<file path="config.mk">
export PLATFORM = sky130hd
export DESIGN_NAME = sfht_ram
export DESIGN_NICKNAME = d
export VERILOG_FILES = /design/src/rtl/sfht_ram.sv
export SDC_FILE = /design/constraint.sdc
export NUM_CORES = 1
export LEC_CHECK = 0
export BUFFER_PORTS_ARGS = -buffer_cell sky130_fd_sc_hd__buf_4
export CORE_UTILIZATION = 39
export CTS_CLUSTER_DIAMETER = 200
export DETAILED_ROUTE_END_ITERATION = 16
export SLEW_MARGIN = 30
export SYNTH_ARGS = -nofsm -noshare
export SYNTH_HDL_FRONTEND = slang
export SYNTH_SLANG_ARGS = --single-unit
</file>
<file path="constraint.sdc">
create_clock -name aclk -period 3.2 [get_ports aclk]
set_clock_uncertainty 0.15 [all_clocks]
set_input_delay 0.16 -clock aclk [delete_from_list [all_inputs] [get_ports aclk]]
set_output_delay 0.16 -clock aclk [all_outputs]
set_load 0.05 [all_outputs]
</file>
<file path="src/rtl/sfht_ram.sv">
`timescale 1ns / 1ps
// ----------------------------------------------------------------------------
// sfht_ram
// single port synchronous ram with registered read
// ----------------------------------------------------------------------------
module sfht_ram #(
    parameter int WIDTH = 8,
    parameter int DEPTH = 16
) (
    input  logic                     aclk,
    input  logic                     we,
    input  logic [$clog2(DEPTH)-1:0] addr,
    input  logic [WIDTH-1:0]         wdata,
    output logic [WIDTH-1:0]         rdata
);
    logic [WIDTH-1:0] mem [DEPTH];

    always_ff @(posedge aclk) begin
        if (we) begin
            mem[addr] <= wdata;
        end
        rdata <= mem[addr];
    end
endmodule

</file>
**Word level (Yosys, flattened, before mapping)**

Memory sizes are Yosys's and may differ from the RTL's. A register that Yosys moved wholly into a read port is not among the register bits.
Cells that the tools add are included.

- Logic and storage cells: 3
- Flip-flop bits (word level): 0
- ROM bits: 0
- Memories: 1
- Output and inout port bits: 8
- Bits in writable memories: 128
- Bits in latches: 0

- Shift-type cells: 0
- Muxes and demuxes: 2
- Div/mod/pow operators: 0
- Multipliers: 0
- $lt $le $gt $ge: 0
- Reduce and logical (&&, ||, !) cells: 0
- Bitwise gates (word level): 0
- Add/subtract/negate cells: 0
- Equal/unequal tests: 0

Memory list:

| memory | words | bits a word | read ports | clocked after Yosys merged registers in | wr ports | line | source |
|---|---|---|---|---|---|---|---|
| mem | 16 | 8 | 1 | 1 | 1 | 16 | `logic [WIDTH-1:0] mem [DEPTH];` |

Operators with widths:

| cell | number |
|---|---|
| 2-to-1 mux 1 bit | 2 |

**Logic depth before layout (Yosys ltp)**

- Word-level depth: 2
- Gate-level depth with buffers: 5
- Mapped depth without buffers: 3

**Least setup slack after synthesis**

OpenSTA, ideal clock, no wires.

- Path type: input -> register
- Start: input addr[2]
- End: memory mem[0][0] (enable)
- Path slack: 1.397 ns
- Cell stages on the path: 2
- Path buffers: 0
- Arrival: 1.270 ns
- Required time: 2.667 ns
- Cells stage by stage: or3b_2 -> nor3_1

RTL lines:

| element | line | source |
|---|---|---|
| start, declared | 12 | `input logic [$clog2(DEPTH)-1:0] addr,` |
| end, declared | 16 |  |

Straight into the memory's write port.

**Worst setup path after layout**

- Start: input addr[0]
- End: memory mem[9][6] (enable)

Straight into the memory's write port.

==> metrics.yaml <==
floorplanning:
  core_um2: 12620
  ios: 22
  start_util: 0.4015
  rows: 41
  die_w_um: 116.0
  dieArea_um2: 13450
  dieHeight_um: 116.0
clocking:
  cts-root-buf: "clkbuf_16"
  cts_made_buffers: 17
  htree_num_levels: 4
  clk_latency_ns: 0.41
  clk_pin_slew_worst_paths_ns: 0.06
  clkSinkCount: 136
  cts_resized: 0
  clockBufferDepth: 2
  cts_tree: "yes"
worst_setup_path:
  endpoint_kind: "register"
  path_cells: "buf_4 > nand2b_1 > nor2_1"
  required_ns: 3.08
  max_stage_delay_ns: 0.71
  cp.arrival_ns: 1.71
  cp_max_fo: 39
  crit_type: "in -> reg"
  crit_slowest_cell: "nor2_1"
  worst_setup_path_start_kind: "input port"
synth:
  syn_inst: 230
  synth-seq-cells: 136
  yosysTopAreaCellShare: 0.7585
  async_flop_share: 0
  syn_area_per_cell_um2: 22.03
  synth_top_cell_by_area: "edfxtp_1"
  synthFlopType: "edfxtp_1"
  ys_warn_count: 0
  synth_cell_types: 18
  synthesis.nets: 244
  synth.area.top_cells: "edfxtp_1 (76%), mux4_2 (14%), dfxtp_1 (3.2%)"
  synth.most_common_cell: "edfxtp_1"
  netlist_area_um2: 5067
  synth_edf_count: 128
  synth_commonest_cells: "edfxtp_1 (128), mux4_2 (32), a22oi_1 (16)"
  yosysSeqAreaShare: 0.7901
flow_run:
  cap_violations: 0
global_routing:
  grt.busiest_layer: "met2"
  grt_util_met3: 0.04393
  grt_pass1_vias: 2442
  globalRouteOverflowTotal: 0
  antenna_found_initial: 0
  grt_util_met2: 0.2623
  grt_pass1_wl_um: 14490
  grt_usage: 0.1602
  gr-usage-met1: 0.2051
  grt_max_degree: 40
layout:
  final_cell_area_um2: 6070
  final_nets: 285
  seqCellArea_um2: 4004
  area_delta_synth_final_pct: 19.78
  multi_input_area_um2: 1003
  n_fill_cell: 1044
  diodes: 0
  drive_above_1_share: 0.3099
power:
  p_leak_nw: 1.967
  seq_power_share: 0.485
  pwr-share-clk: 0.458
  intPower_mw: 3.237
  vdd_ir_drop_max_mv: 0.4456
  power.net_switching_uw: 894.9
  pwr-share-comb: 0.057
  swShare: 0.2166
  power.density_nw_per_um2: 680.7
sta:
  rsz0062_at_grt: "no"
  setup_viol_count_final: 0
  finalHoldViolCount: 0
  slew_violations: 0
  max-slew-margin-rel: 0.4327
  min_period_ns: 1.831
  period_share: 0.5723
  fin_setup_tns_ns: 0
  clock.fmax_mhz: 546.0
  tightest_slew_ns: 0.8478
detailed_routing:
  routed_wl_um: 9550
  vias: 2326
  dr.first_iter.drc_count: 233
  ant_nets: 0
  firstDrtPassIters: 4
  viasPerCell: 5.101
  drc: 0
  detail_route.wl_per_cell_um: 20.94
placement:
  portBuffers: 21
  placed_area_um2: 5410
  gp_congestion: 0.7118
  dp_hpwl_um: 5724
worst_hold_path:
  min_path_type: "in -> reg"
outcome:
  status: "complete, no violations"
-- layout by cell type (no fill, tap or decap), drive strengths merged, types with 2 or more instances in the layout --
cell,count
a22oi,16
buf,25
bufinv,2
clkbuf,19
clkinv,6
clkinvlp,2
dfxtp,8
dlygate4sd3,8
edfxtp,128
inv,3
mux4,32
nand2,9
nand2b,2
nand3b,2
nor2,13
nor2b,2
nor3,4
-- critical path: cells and delay by family --
| family | cells | cell delay (ns) |
|---|---|---|
| buffers and inverters | 1 | 0.54 |
| and+or+nand+nor | 2 | 0.97 |
-- worst paths after layout --
path	slack [ns]	depth (start not counted)	end	start
max	1.37	3	mem[9][6]	addr[0]
max reg2reg	1.62	3	rdata[4]	mem[7][4]
min	0.19	4	rdata[7]	addr[2]
min reg2reg	0.53	3	rdata[7]	mem[12][7]
-- power by group through the flow --
stage,clock [mW],sequential [mW],combinational [mW]
final,1.89,2.00,0.237
after global routing,1.99,2.01,0.255
after floorplan,0,2.08,0.103
after detailed placement,0,2.04,0.235
after CTS,1.91,2.00,0.243
after global placement,0,2.04,0.234
-- sequential cells by signal, summed over array words and instances (netlist names) --
name / count
rdata: 8
mem: 128
-- what timing repair did --
action / CTS / global route
setup buffers: 0 / 0
hold buffers: 8 / 0
hold endpoints to repair: 128 / 0
-- cell families after synthesis --
group           synth area share
simple gates             0.03210
buf+inv                  0.01185
compound gates           0.02370
mux                       0.1422
flops                     0.7901
-- metal layers --
metal  up-vias  routed length [um]
li1       1049                   -
met3         9                 485
met4         0                 101
met2        62                4946
met5         -                   0
met1      1206                4017
-- through the flow --
stage | setup WS [ns] | total power [mW] | std cells | hold WS, ns | util
after global placement | 0.9502 | 2.272 | 416 | 0.3360 | 0.4287
after global routing | 1.181 | 4.250 | 456 | 0.2054 | 0.4810
after CTS | 1.309 | 4.158 | 456 | 0.1791 | 0.4810
after detailed placement | 0.8795 | 2.275 | 416 | 0.3433 | 0.4287
final | 1.369 | 4.132 | 456 | 0.1865 | 0.4810
after floorplan | 1.397 | 2.182 | 230 | 0.1089 | -
-- area by class of cell --
type	count	share of cell area
clock buffers	19	0.07133
clock inverters	13	0.02412
multi-input cells	83	0.1653
flip-flops and latches	136	0.6597
well taps	172	0.03546
repair buffers	33	0.04411
Power figures use the tool's default switching activity.
